===== src/rtl/burst_byte_ring_fifo_defines.svh =====
// ----------------------------------------------------------------------------
// Burst byte ring FIFO assertion macros
// Concurrent assertion wrappers, empty when SYNTHESIS is defined.
// ----------------------------------------------------------------------------
`ifndef BURST_BYTE_RING_FIFO_DEFINES_SVH
`define BURST_BYTE_RING_FIFO_DEFINES_SVH

`ifndef SYNTHESIS

`define BBRF_ASSERT_IMP(lbl, clk, rst, ante, cons) \
   lbl: assert property (@(posedge clk) disable iff (rst) (ante) |-> (cons)) \
      else $error("bbrf: implication check failed");

`define BBRF_ASSERT_NXT(lbl, clk, rst, ante, cons) \
   lbl: assert property (@(posedge clk) disable iff (rst) (ante) |=> (cons)) \
      else $error("bbrf: next-cycle check failed");

`else

`define BBRF_ASSERT_IMP(lbl, clk, rst, ante, cons)

`define BBRF_ASSERT_NXT(lbl, clk, rst, ante, cons)

`endif

`endif


===== src/rtl/bbrf_pkg.sv =====
// ----------------------------------------------------------------------------
// Burst byte ring FIFO package
// Shared widths, codes and control structs for the lane datapath.
// ----------------------------------------------------------------------------
`default_nettype none

package bbrf_pkg;

   localparam int LANES     = 8;
   localparam int LANE_W    = 3;
   localparam int BYTE_W    = 8;
   localparam int LEN_W     = 4;
   localparam int FILL_W    = 9;
   localparam int MAX_BURST = 8;

   localparam logic KIND_PUSH = 1'b0;
   localparam logic KIND_POP  = 1'b1;

   typedef logic [BYTE_W-1:0] byte_type;
   typedef byte_type [LANES-1:0] lane_bytes_type;

   typedef struct packed {
      logic              wr_en;
      logic              rd_en;
      logic [LANE_W-1:0] offset;
      logic [LEN_W-1:0]  len;
   } lane_ctrl_type;

   typedef struct packed {
      logic              pop;
      logic [LANE_W-1:0] offset;
      logic [LEN_W-1:0]  len;
   } merge_ctrl_type;

endpackage

`default_nettype wire


===== src/rtl/bbrf_if.sv =====
// ----------------------------------------------------------------------------
// Burst byte ring FIFO channel interfaces
// Valid/ready request and response channels with their payloads.
// ----------------------------------------------------------------------------
`default_nettype none

interface bbrf_req_if import bbrf_pkg::*; ();
   logic             valid;
   logic             ready;
   logic             kind;
   logic [LEN_W-1:0] burst_len;
   byte_type         in_byte0;
   byte_type         in_byte1;
   byte_type         in_byte2;
   byte_type         in_byte3;
   byte_type         in_byte4;
   byte_type         in_byte5;
   byte_type         in_byte6;
   byte_type         in_byte7;

   modport source (
      output valid, kind, burst_len,
      output in_byte0, in_byte1, in_byte2, in_byte3,
      output in_byte4, in_byte5, in_byte6, in_byte7,
      input  ready
   );

   modport sink (
      input  valid, kind, burst_len,
      input  in_byte0, in_byte1, in_byte2, in_byte3,
      input  in_byte4, in_byte5, in_byte6, in_byte7,
      output ready
   );
endinterface

interface bbrf_rsp_if import bbrf_pkg::*; ();
   logic              valid;
   logic              ready;
   logic              accepted;
   logic [FILL_W-1:0] fill_level;
   byte_type          out_byte0;
   byte_type          out_byte1;
   byte_type          out_byte2;
   byte_type          out_byte3;
   byte_type          out_byte4;
   byte_type          out_byte5;
   byte_type          out_byte6;
   byte_type          out_byte7;

   modport source (
      output valid, accepted, fill_level,
      output out_byte0, out_byte1, out_byte2, out_byte3,
      output out_byte4, out_byte5, out_byte6, out_byte7,
      input  ready
   );

   modport sink (
      input  valid, accepted, fill_level,
      input  out_byte0, out_byte1, out_byte2, out_byte3,
      input  out_byte4, out_byte5, out_byte6, out_byte7,
      output ready
   );
endinterface

`default_nettype wire


===== src/rtl/burst_byte_ring_fifo.sv =====
// An accepted transaction goes through the s1 stage and then the response register to the output.
// Throughput: one transaction per cycle without response stalls; lane RAMs take one burst per cycle.
// Stalls on the response channel back up through a single decision stage.
// Reset: synchronous, clears fill level, pointers and valid flags.
// The byte store needs no clearing: bytes are only read after being written.
// ----------------------------------------------------------------------------
// Burst byte ring FIFO
// Eight byte lanes store bursts of up to eight bytes, all or nothing.
// ----------------------------------------------------------------------------
`default_nettype none
`include "burst_byte_ring_fifo_defines.svh"

module burst_byte_ring_fifo import bbrf_pkg::*; #(
   parameter int DEPTH = 256
) (
   input wire logic    clock,
   input wire logic    reset,
   bbrf_req_if.sink    req_ch,
   bbrf_rsp_if.source  rsp_ch
);

   localparam int ROWS  = (DEPTH + LANES - 1) / LANES;
   localparam int ROW_W = (ROWS > 1) ? $clog2(ROWS) : 1;
   localparam int LVL_W = $clog2(DEPTH + 1);
   localparam int SUM_W = LVL_W + 1;

   logic [LVL_W-1:0]  level_ff, level_in;
   logic [ROW_W-1:0]  wr_row_ff, wr_row_in, rd_row_ff, rd_row_in;
   logic [LANE_W-1:0] wr_off_ff, wr_off_in, rd_off_ff, rd_off_in;

   logic              s1_valid_ff;
   logic              s1_accepted_ff;
   logic [FILL_W-1:0] s1_fill_ff;
   merge_ctrl_type    s1_mctrl_ff;

   logic              rsp_valid_ff;
   logic              rsp_accepted_ff;
   logic [FILL_W-1:0] rsp_fill_ff;
   lane_bytes_type    rsp_bytes_ff;

   logic              accept, s1_adv, is_pop, len_ok, op_ok;
   logic [LEN_W-1:0]  len;
   logic [SUM_W-1:0]  level_ext, len_ext;
   logic [LVL_W-1:0]  level_next;
   logic [LEN_W-1:0]  wr_sum, rd_sum;
   logic [ROW_W-1:0]  wr_row_inc, rd_row_inc, lane_row, lane_row_next;
   lane_ctrl_type     lane_ctrl;
   lane_bytes_type    wr_bytes, lane_q, merged;

   function automatic logic [ROW_W-1:0] row_step(input logic [ROW_W-1:0] r);
      return (r == ROW_W'(ROWS - 1)) ? '0 : r + 1'b1;
   endfunction

   assign s1_adv       = !rsp_valid_ff || rsp_ch.ready;
   assign req_ch.ready = !s1_valid_ff || s1_adv;
   assign accept       = req_ch.valid && req_ch.ready;

   assign is_pop    = (req_ch.kind == KIND_POP);
   assign len       = req_ch.burst_len;
   assign len_ok    = (len <= LEN_W'(MAX_BURST));
   assign level_ext = SUM_W'(level_ff);
   assign len_ext   = SUM_W'(len);

   always_comb begin
      if (is_pop) begin
         op_ok      = len_ok && (len_ext <= level_ext);
         level_next = LVL_W'(level_ext - len_ext);
      end else begin
         op_ok      = len_ok && ((level_ext + len_ext) <= SUM_W'(DEPTH));
         level_next = LVL_W'(level_ext + len_ext);
      end
   end

   assign wr_sum     = LEN_W'(wr_off_ff) + len;
   assign rd_sum     = LEN_W'(rd_off_ff) + len;
   assign wr_row_inc = row_step(wr_row_ff);
   assign rd_row_inc = row_step(rd_row_ff);

   always_comb begin
      level_in  = level_ff;
      wr_row_in = wr_row_ff;
      wr_off_in = wr_off_ff;
      rd_row_in = rd_row_ff;
      rd_off_in = rd_off_ff;
      if (accept && op_ok) begin
         level_in = level_next;
         if (is_pop) begin
            rd_off_in = rd_sum[LANE_W-1:0];
            rd_row_in = rd_sum[LANE_W] ? rd_row_inc : rd_row_ff;
         end else begin
            wr_off_in = wr_sum[LANE_W-1:0];
            wr_row_in = wr_sum[LANE_W] ? wr_row_inc : wr_row_ff;
         end
      end
   end

   assign lane_row      = is_pop ? rd_row_ff : wr_row_ff;
   assign lane_row_next = is_pop ? rd_row_inc : wr_row_inc;

   assign lane_ctrl.wr_en  = accept && op_ok && !is_pop;
   assign lane_ctrl.rd_en  = accept && op_ok && is_pop;
   assign lane_ctrl.offset = is_pop ? rd_off_ff : wr_off_ff;
   assign lane_ctrl.len    = len;

   assign wr_bytes[0] = req_ch.in_byte0;
   assign wr_bytes[1] = req_ch.in_byte1;
   assign wr_bytes[2] = req_ch.in_byte2;
   assign wr_bytes[3] = req_ch.in_byte3;
   assign wr_bytes[4] = req_ch.in_byte4;
   assign wr_bytes[5] = req_ch.in_byte5;
   assign wr_bytes[6] = req_ch.in_byte6;
   assign wr_bytes[7] = req_ch.in_byte7;

   for (genvar j = 0; j < LANES; j++) begin : g_lane
      bbrf_lane #(
         .LANE  (j),
         .ROWS  (ROWS),
         .ROW_W (ROW_W)
      ) u_lane (
         .clock    (clock),
         .ctrl     (lane_ctrl),
         .row      (lane_row),
         .row_next (lane_row_next),
         .wr_bytes (wr_bytes),
         .rd_byte  (lane_q[j])
      );
   end

   bbrf_merge u_merge (
      .ctrl      (s1_mctrl_ff),
      .lane_q    (lane_q),
      .out_bytes (merged)
   );

   always_ff @(posedge clock) begin
      if (reset) begin
         level_ff     <= '0;
         wr_row_ff    <= '0;
         wr_off_ff    <= '0;
         rd_row_ff    <= '0;
         rd_off_ff    <= '0;
         s1_valid_ff  <= 1'b0;
         rsp_valid_ff <= 1'b0;
      end else begin
         level_ff  <= level_in;
         wr_row_ff <= wr_row_in;
         wr_off_ff <= wr_off_in;
         rd_row_ff <= rd_row_in;
         rd_off_ff <= rd_off_in;
         if (req_ch.ready) begin
            s1_valid_ff <= accept;
         end
         if (s1_adv) begin
            rsp_valid_ff <= s1_valid_ff;
         end
      end
   end

   always_ff @(posedge clock) begin
      if (accept) begin
         s1_accepted_ff     <= op_ok;
         s1_fill_ff         <= FILL_W'(level_in);
         s1_mctrl_ff.pop    <= op_ok && is_pop;
         s1_mctrl_ff.offset <= rd_off_ff;
         s1_mctrl_ff.len    <= len;
      end
      if (s1_adv && s1_valid_ff) begin
         rsp_accepted_ff <= s1_accepted_ff;
         rsp_fill_ff     <= s1_fill_ff;
         rsp_bytes_ff    <= merged;
      end
   end

   assign rsp_ch.valid      = rsp_valid_ff;
   assign rsp_ch.accepted   = rsp_accepted_ff;
   assign rsp_ch.fill_level = rsp_fill_ff;
   assign rsp_ch.out_byte0  = rsp_bytes_ff[0];
   assign rsp_ch.out_byte1  = rsp_bytes_ff[1];
   assign rsp_ch.out_byte2  = rsp_bytes_ff[2];
   assign rsp_ch.out_byte3  = rsp_bytes_ff[3];
   assign rsp_ch.out_byte4  = rsp_bytes_ff[4];
   assign rsp_ch.out_byte5  = rsp_bytes_ff[5];
   assign rsp_ch.out_byte6  = rsp_bytes_ff[6];
   assign rsp_ch.out_byte7  = rsp_bytes_ff[7];

   `BBRF_ASSERT_IMP(a_level_bound, clock, reset, 1'b1, level_ff <= LVL_W'(DEPTH))
   `BBRF_ASSERT_NXT(a_accept_fills_s1, clock, reset, accept, s1_valid_ff)
   `BBRF_ASSERT_NXT(a_s1_holds, clock, reset, s1_valid_ff && !s1_adv, s1_valid_ff && $stable(s1_mctrl_ff))
   `BBRF_ASSERT_NXT(a_level_idle, clock, reset, !accept, $stable(level_ff))
   `BBRF_ASSERT_IMP(a_reject_zero, clock, reset, rsp_valid_ff && !rsp_accepted_ff, rsp_bytes_ff == '0)

endmodule

`default_nettype wire


===== src/rtl/bbrf_ram.sv =====
// ----------------------------------------------------------------------------
// Generic single-port RAM
// One read or write port, registered read data held between reads.
// ----------------------------------------------------------------------------
`default_nettype none

module bbrf_ram #(
   parameter int WIDTH = 8,
   parameter int DEPTH = 32,
   parameter int ADDR_W = (DEPTH > 1) ? $clog2(DEPTH) : 1
) (
   input  wire logic              clock,
   input  wire logic              wr_en,
   input  wire logic              rd_en,
   input  wire logic [ADDR_W-1:0] addr,
   input  wire logic [WIDTH-1:0]  wr_data,
   output      logic [WIDTH-1:0]  rd_data
);

   logic [WIDTH-1:0] mem_ff [DEPTH];

   always_ff @(posedge clock) begin
      if (wr_en) begin
         mem_ff[addr] <= wr_data;
      end
      if (rd_en) begin
         rd_data <= mem_ff[addr];
      end
   end

endmodule

`default_nettype wire


===== src/rtl/bbrf_lane.sv =====
// ----------------------------------------------------------------------------
// Burst byte ring FIFO lane
// One byte bank: picks its byte of the burst and its row, writes or reads.
// ----------------------------------------------------------------------------
`default_nettype none

module bbrf_lane import bbrf_pkg::*; #(
   parameter int LANE  = 0,
   parameter int ROWS  = 32,
   parameter int ROW_W = 5
) (
   input  wire logic           clock,
   input  wire lane_ctrl_type  ctrl,
   input  wire logic [ROW_W-1:0] row,
   input  wire logic [ROW_W-1:0] row_next,
   input  wire lane_bytes_type wr_bytes,
   output      byte_type       rd_byte
);

   localparam logic [LANE_W-1:0] LANE_ID = LANE_W'(LANE);

   logic [LANE_W-1:0] burst_idx;
   logic [ROW_W-1:0]  addr;
   logic              wr_en;

   assign burst_idx = LANE_ID - ctrl.offset;
   assign addr      = (LANE_ID >= ctrl.offset) ? row : row_next;
   assign wr_en     = ctrl.wr_en && (LEN_W'(burst_idx) < ctrl.len);

   bbrf_ram #(
      .WIDTH  (BYTE_W),
      .DEPTH  (ROWS),
      .ADDR_W (ROW_W)
   ) u_ram (
      .clock   (clock),
      .wr_en   (wr_en),
      .rd_en   (ctrl.rd_en),
      .addr    (addr),
      .wr_data (wr_bytes[burst_idx]),
      .rd_data (rd_byte)
   );

endmodule

`default_nettype wire


===== src/rtl/bbrf_merge.sv =====
// ----------------------------------------------------------------------------
// Burst byte ring FIFO merge
// Rotate the lane read data into burst order and zero unused positions.
// ----------------------------------------------------------------------------
`default_nettype none

module bbrf_merge import bbrf_pkg::*; (
   input  wire merge_ctrl_type ctrl,
   input  wire lane_bytes_type lane_q,
   output      lane_bytes_type out_bytes
);

   always_comb begin
      logic [LANE_W-1:0] idx;
      idx = '0;
      for (int i = 0; i < LANES; i++) begin
         idx = ctrl.offset + LANE_W'(i);
         if (ctrl.pop && (LEN_W'(i) < ctrl.len)) begin
            out_bytes[i] = lane_q[idx];
         end else begin
            out_bytes[i] = '0;
         end
      end
   end

endmodule

`default_nettype wire


===== src/flat_wrapper.sv =====
// flat-port wrapper written by rule: the top's interface ports become plain ports
module burst_byte_ring_fifo_flat import bbrf_pkg::*;
#(
   parameter int DEPTH = 256
)
  (clock, reset, req_ch_valid, req_ch_kind, req_ch_burst_len, req_ch_in_byte0, req_ch_in_byte1, req_ch_in_byte2, req_ch_in_byte3, req_ch_in_byte4, req_ch_in_byte5, req_ch_in_byte6, req_ch_in_byte7, req_ch_ready, rsp_ch_valid, rsp_ch_accepted, rsp_ch_fill_level, rsp_ch_out_byte0, rsp_ch_out_byte1, rsp_ch_out_byte2, rsp_ch_out_byte3, rsp_ch_out_byte4, rsp_ch_out_byte5, rsp_ch_out_byte6, rsp_ch_out_byte7, rsp_ch_ready);
  bbrf_req_if req_ch_i ();
  bbrf_rsp_if rsp_ch_i ();
  input wire logic clock;
  input wire logic reset;
  input wire logic [$bits(req_ch_i.valid)-1:0] req_ch_valid;
  input wire logic [$bits(req_ch_i.kind)-1:0] req_ch_kind;
  input wire logic [$bits(req_ch_i.burst_len)-1:0] req_ch_burst_len;
  input wire logic [$bits(req_ch_i.in_byte0)-1:0] req_ch_in_byte0;
  input wire logic [$bits(req_ch_i.in_byte1)-1:0] req_ch_in_byte1;
  input wire logic [$bits(req_ch_i.in_byte2)-1:0] req_ch_in_byte2;
  input wire logic [$bits(req_ch_i.in_byte3)-1:0] req_ch_in_byte3;
  input wire logic [$bits(req_ch_i.in_byte4)-1:0] req_ch_in_byte4;
  input wire logic [$bits(req_ch_i.in_byte5)-1:0] req_ch_in_byte5;
  input wire logic [$bits(req_ch_i.in_byte6)-1:0] req_ch_in_byte6;
  input wire logic [$bits(req_ch_i.in_byte7)-1:0] req_ch_in_byte7;
  output wire logic [$bits(req_ch_i.ready)-1:0] req_ch_ready;
  output wire logic [$bits(rsp_ch_i.valid)-1:0] rsp_ch_valid;
  output wire logic [$bits(rsp_ch_i.accepted)-1:0] rsp_ch_accepted;
  output wire logic [$bits(rsp_ch_i.fill_level)-1:0] rsp_ch_fill_level;
  output wire logic [$bits(rsp_ch_i.out_byte0)-1:0] rsp_ch_out_byte0;
  output wire logic [$bits(rsp_ch_i.out_byte1)-1:0] rsp_ch_out_byte1;
  output wire logic [$bits(rsp_ch_i.out_byte2)-1:0] rsp_ch_out_byte2;
  output wire logic [$bits(rsp_ch_i.out_byte3)-1:0] rsp_ch_out_byte3;
  output wire logic [$bits(rsp_ch_i.out_byte4)-1:0] rsp_ch_out_byte4;
  output wire logic [$bits(rsp_ch_i.out_byte5)-1:0] rsp_ch_out_byte5;
  output wire logic [$bits(rsp_ch_i.out_byte6)-1:0] rsp_ch_out_byte6;
  output wire logic [$bits(rsp_ch_i.out_byte7)-1:0] rsp_ch_out_byte7;
  input wire logic [$bits(rsp_ch_i.ready)-1:0] rsp_ch_ready;
  assign req_ch_i.valid = req_ch_valid;
  assign req_ch_i.kind = req_ch_kind;
  assign req_ch_i.burst_len = req_ch_burst_len;
  assign req_ch_i.in_byte0 = req_ch_in_byte0;
  assign req_ch_i.in_byte1 = req_ch_in_byte1;
  assign req_ch_i.in_byte2 = req_ch_in_byte2;
  assign req_ch_i.in_byte3 = req_ch_in_byte3;
  assign req_ch_i.in_byte4 = req_ch_in_byte4;
  assign req_ch_i.in_byte5 = req_ch_in_byte5;
  assign req_ch_i.in_byte6 = req_ch_in_byte6;
  assign req_ch_i.in_byte7 = req_ch_in_byte7;
  assign req_ch_ready = req_ch_i.ready;
  assign rsp_ch_valid = rsp_ch_i.valid;
  assign rsp_ch_accepted = rsp_ch_i.accepted;
  assign rsp_ch_fill_level = rsp_ch_i.fill_level;
  assign rsp_ch_out_byte0 = rsp_ch_i.out_byte0;
  assign rsp_ch_out_byte1 = rsp_ch_i.out_byte1;
  assign rsp_ch_out_byte2 = rsp_ch_i.out_byte2;
  assign rsp_ch_out_byte3 = rsp_ch_i.out_byte3;
  assign rsp_ch_out_byte4 = rsp_ch_i.out_byte4;
  assign rsp_ch_out_byte5 = rsp_ch_i.out_byte5;
  assign rsp_ch_out_byte6 = rsp_ch_i.out_byte6;
  assign rsp_ch_out_byte7 = rsp_ch_i.out_byte7;
  assign rsp_ch_i.ready = rsp_ch_ready;
  burst_byte_ring_fifo #(.DEPTH(DEPTH)) u_core (.clock(clock), .reset(reset), .req_ch(req_ch_i), .rsp_ch(rsp_ch_i));
endmodule

===== config.mk =====
export PLATFORM = sky130hd
export DESIGN_NAME = burst_byte_ring_fifo_flat
export DESIGN_NICKNAME = d
export VERILOG_FILES = /design/src/rtl/bbrf_pkg.sv /design/src/rtl/bbrf_if.sv /design/src/rtl/burst_byte_ring_fifo.sv /design/src/rtl/bbrf_ram.sv /design/src/rtl/bbrf_lane.sv /design/src/rtl/bbrf_merge.sv /design/src/flat_wrapper.sv
export VERILOG_INCLUDE_DIRS = /design/src /design/src/rtl
export SDC_FILE = /design/constraint.sdc
export NUM_CORES = 2
export LEC_CHECK = 0
export BUFFER_PORTS_ARGS = -buffer_cell sky130_fd_sc_hd__buf_2
export CAP_MARGIN = 30
export CORE_AREA = 5 5 509 511
export DETAILED_ROUTE_END_ITERATION = 10
export DIE_AREA = 0 0 514 516
export PLACE_DENSITY = 0.51
export SYNTH_ARGS = -nofsm -noshare
export SYNTH_HDL_FRONTEND = slang
export SYNTH_SLANG_ARGS = --single-unit

===== constraint.sdc =====
create_clock -name clock -period 5.9 [get_ports clock]
set_input_delay 0.885 -clock clock [delete_from_list [all_inputs] [get_ports clock]]
set_output_delay 0.885 -clock clock [all_outputs]
set_load 0.03 [all_outputs]

==> metrics <==
status completed; most common cell after layout, fill and taps aside edfxtp_1; crit path max-delay cell type a32oi_2; Final setup viols 0; DRC Markers 0; worst path bufs/invs 0; asr flop ratio synth 0; via count 52,600; CORE AREA 0.253 mm^2; Clk pin slew, worst setup/hold paths 0.07 ns; Mapped Nets 5,560; P per Cell Area 340 mW/mm^2; first-pass GRT wire length 384 mm; post-layout min period 4.47 ns; top-level port count 149; YS warnings 0; Hold EP u_core.s1_valid_ff; Final TNS setup 0 ns; Static Leakage 0.0352 uW; Clock Sinks 2,231; Post-CTS Setup Inserts 0; Area Growth Syn to Fin 15.2%; DR WL/cell 28.7 um; number of antenna violations at the first check in global routing 40; pin count of the biggest net entering global routing 99; GRT Total Usage 0.200; Die Area 0.265 mm^2; RePlAce Congestion 0.861; number of synthesized flops with an enable pin 2,204; cell row count 185; Max clock buf depth 3; Worst VDD drop 0.280 mV; worst hold path startpoint req_ch_valid; ANT nets after route 0; Worst path top cell family by delay compound AO/OA/AOI/OAI gates; Hold Path Stages 3; worst-case reg-to-reg path depth 9; FILL cells 22,400; post-synthesis sequential area ratio 0.715; post-layout net count 5,967; Worst R2R End u_core.g_lane[1].u_lane.u_ram.rd_data[5]; worst path required time 6.37 ns; crit path capture type flop; Primary FF master, synth edfxtp_1; Post-Syn Area 0.0933 mm^2; FF-to-FF Start u_core.wr_row_ff[0]; Worst slew margin 0.288; post-synthesis register bit count 2,231; fin crit share 0.757; Worst-Skew Late Latency 0.91 ns; worst path arrival time 4.94 ns; drt total wl 271 mm; Worst Clk Skew 0.0757 ns; final hold slack 0.298 ns; Worst Setup Path Type reg2reg; vias in the first global route 51,300; Slew Limit Fails 0; Yosys cell types 77; max-cap violations 0; crit-path max FO 11; reg2reg setup slack 1.43 ns; Max stage delay on crit path 0.78 ns; min-delay worst type in2reg; initial core utilization 0.368; Iter 0 DRT Violations 5,622; Hold Vio Cnt, Final 0; cell count after synthesis 5,442; crit path cell chain ha_1, and3_1, ha_1, nor2_1, a32oi_2, mux2i_1, and3_1, a22oi_1, nand4_1; Least-Margin Pin Slew 1.06 ns; Inserted Clock Buffers 230; clk root buf clkbuf_16; port buffer count 148; H-Tree Depth 4; DRT Pass-1 Iters 6; cts repair resizes 0; RSZ-0062 raised after global routing no; Syn Area/Cell 17.1 um^2; CP startpoint kind flop; Via density 5.58; Die Wd 514 um; gr ovfl total 0; CTS tree built; share of layout cells above drive strength 1 0.217; FMAX 224 MHz; cts-stage hold buffer count 0; Die Span Y 516 um; DPL Wire Length 183 mm; most frequent cells in the layout edfxtp_1, nand2_1, mux2i_1
-- worst min-delay path, stage by stage --
cell     delay (ns)
buf_2          0.10
inv_1          0.07
a21oi_1        0.07
-- cell families (layout without fill, tap and decap cells) --
family | count (synthesis) | after routing | share of synthesized area
AOI/OAI and AO/OA | 482 | 482 | 0.0393
xor gates and xnor gates | 22 | 22 | 0.00206
adders and majority gates | 45 | 45 | 0.00635
buffers and inverters | 341 | 945 | 0.0187
DFF | 2231 | 2231 | 0.715
muxes | 942 | 942 | 0.154
other | 0 | 21 | 0
and+or+nand+nor | 1379 | 1379 | 0.0650
-- state kept, by name, summed over array words and instances (netlist names), 9 cells and up --
name	cells
u_core.rsp_ch.fill_level	9
u_core.g_lane.u_lane.u_ram.mem_ff	2048
u_core.g_lane.u_lane.u_ram.rd_data	64
u_core.s1_fill_ff	9
u_core.level_ff	9
-- cell type report --
| class | count | area (um^2) | area share |
|---|---|---|---|
| diodes | 21 | 52.6 | 0.000489 |
| clock buffers | 282 | 5950 | 0.0554 |
| clock inverters | 147 | 1600 | 0.0148 |
| inverters | 31 | 116 | 0.00108 |
| multi-input cells | 2870 | 25100 | 0.234 |
| flip-flops and latches | 2231 | 66700 | 0.621 |
| well taps | 3366 | 4210 | 0.0392 |
| repair buffers | 485 | 3730 | 0.0347 |
-- cells in the mapped netlist, types with 27 or more instances --
cell / number / area, um^2
mux4_2: 387 / 8720
buf_4: 67 / 503
nand2_1: 752 / 2820
dfxtp_1: 27 / 541
buf_2: 105 / 526
clkbuf_1: 98 / 368
a32oi_1: 97 / 850
ha_1: 41 / 513
edfxtp_1: 2204 / 66200
a21oi_1: 74 / 370
mux2i_1: 520 / 5200
nand3_1: 84 / 420
a31oi_1: 37 / 231
nand4_1: 67 / 419
a22oi_1: 162 / 1220
mux2_2: 28 / 315
nor2_1: 198 / 743
and3_1: 50 / 313
nor3_1: 118 / 591
buf_1: 28 / 105
-- where the power goes --
part           switching [uW]  total [uW]  internal [uW]
combinational            2630        3690           1070
sequential                111       18400          18200
clock                    6230       14500           8260
total                    8980       36500          27600
-- worst max path at each step --
stage / endpoint / startpoint / cells past startpoint
after floorplan: u_core.g_lane[6].u_lane.u_ram.mem_ff[22][0] / req_ch_kind / 17
after global placement: u_core.g_lane[1].u_lane.u_ram.mem_ff[12][7] / req_ch_burst_len[2] / 10
after detailed placement: u_core.g_lane[6].u_lane.u_ram.mem_ff[9][6] / req_ch_kind / 13
after CTS: u_core.g_lane[1].u_lane.u_ram.mem_ff[16][4] / u_core.wr_row_ff[0] / 9
after global routing: u_core.g_lane[1].u_lane.u_ram.mem_ff[16][5] / u_core.wr_row_ff[0] / 9
final: u_core.g_lane[1].u_lane.u_ram.rd_data[5] / u_core.wr_row_ff[0] / 9
-- metal layers --
layer	vias to the layer above	wire, um	GRT usage	share of wire
li1	22600	-	-	-
met1	27700	119000	0.289	0.44
met2	1978	127000	0.317	0.47
met3	349	17300	0.0301	0.064
met4	2	6910	0.0527	0.026
met5	-	20	0	0.000074
-- per-stage QoR --
stage          worst slack [ns]  instance area (um^2)  total power, uW  utilization  std cells
3_3_place_gp              0.670                 99600            22300        0.393       8965
3_5_place_dp              0.781                 99900            22400        0.394       8981
4_1_cts                    1.59                107000            36900        0.424       9410
6_report                   1.43                108000            36500        0.424       9433
5_1_grt                    1.33                107000            37700        0.424       9420
2_1_floorplan             0.323                 93300            20700            -       5442
Note: power is estimated with default switching activity, not from simulation.
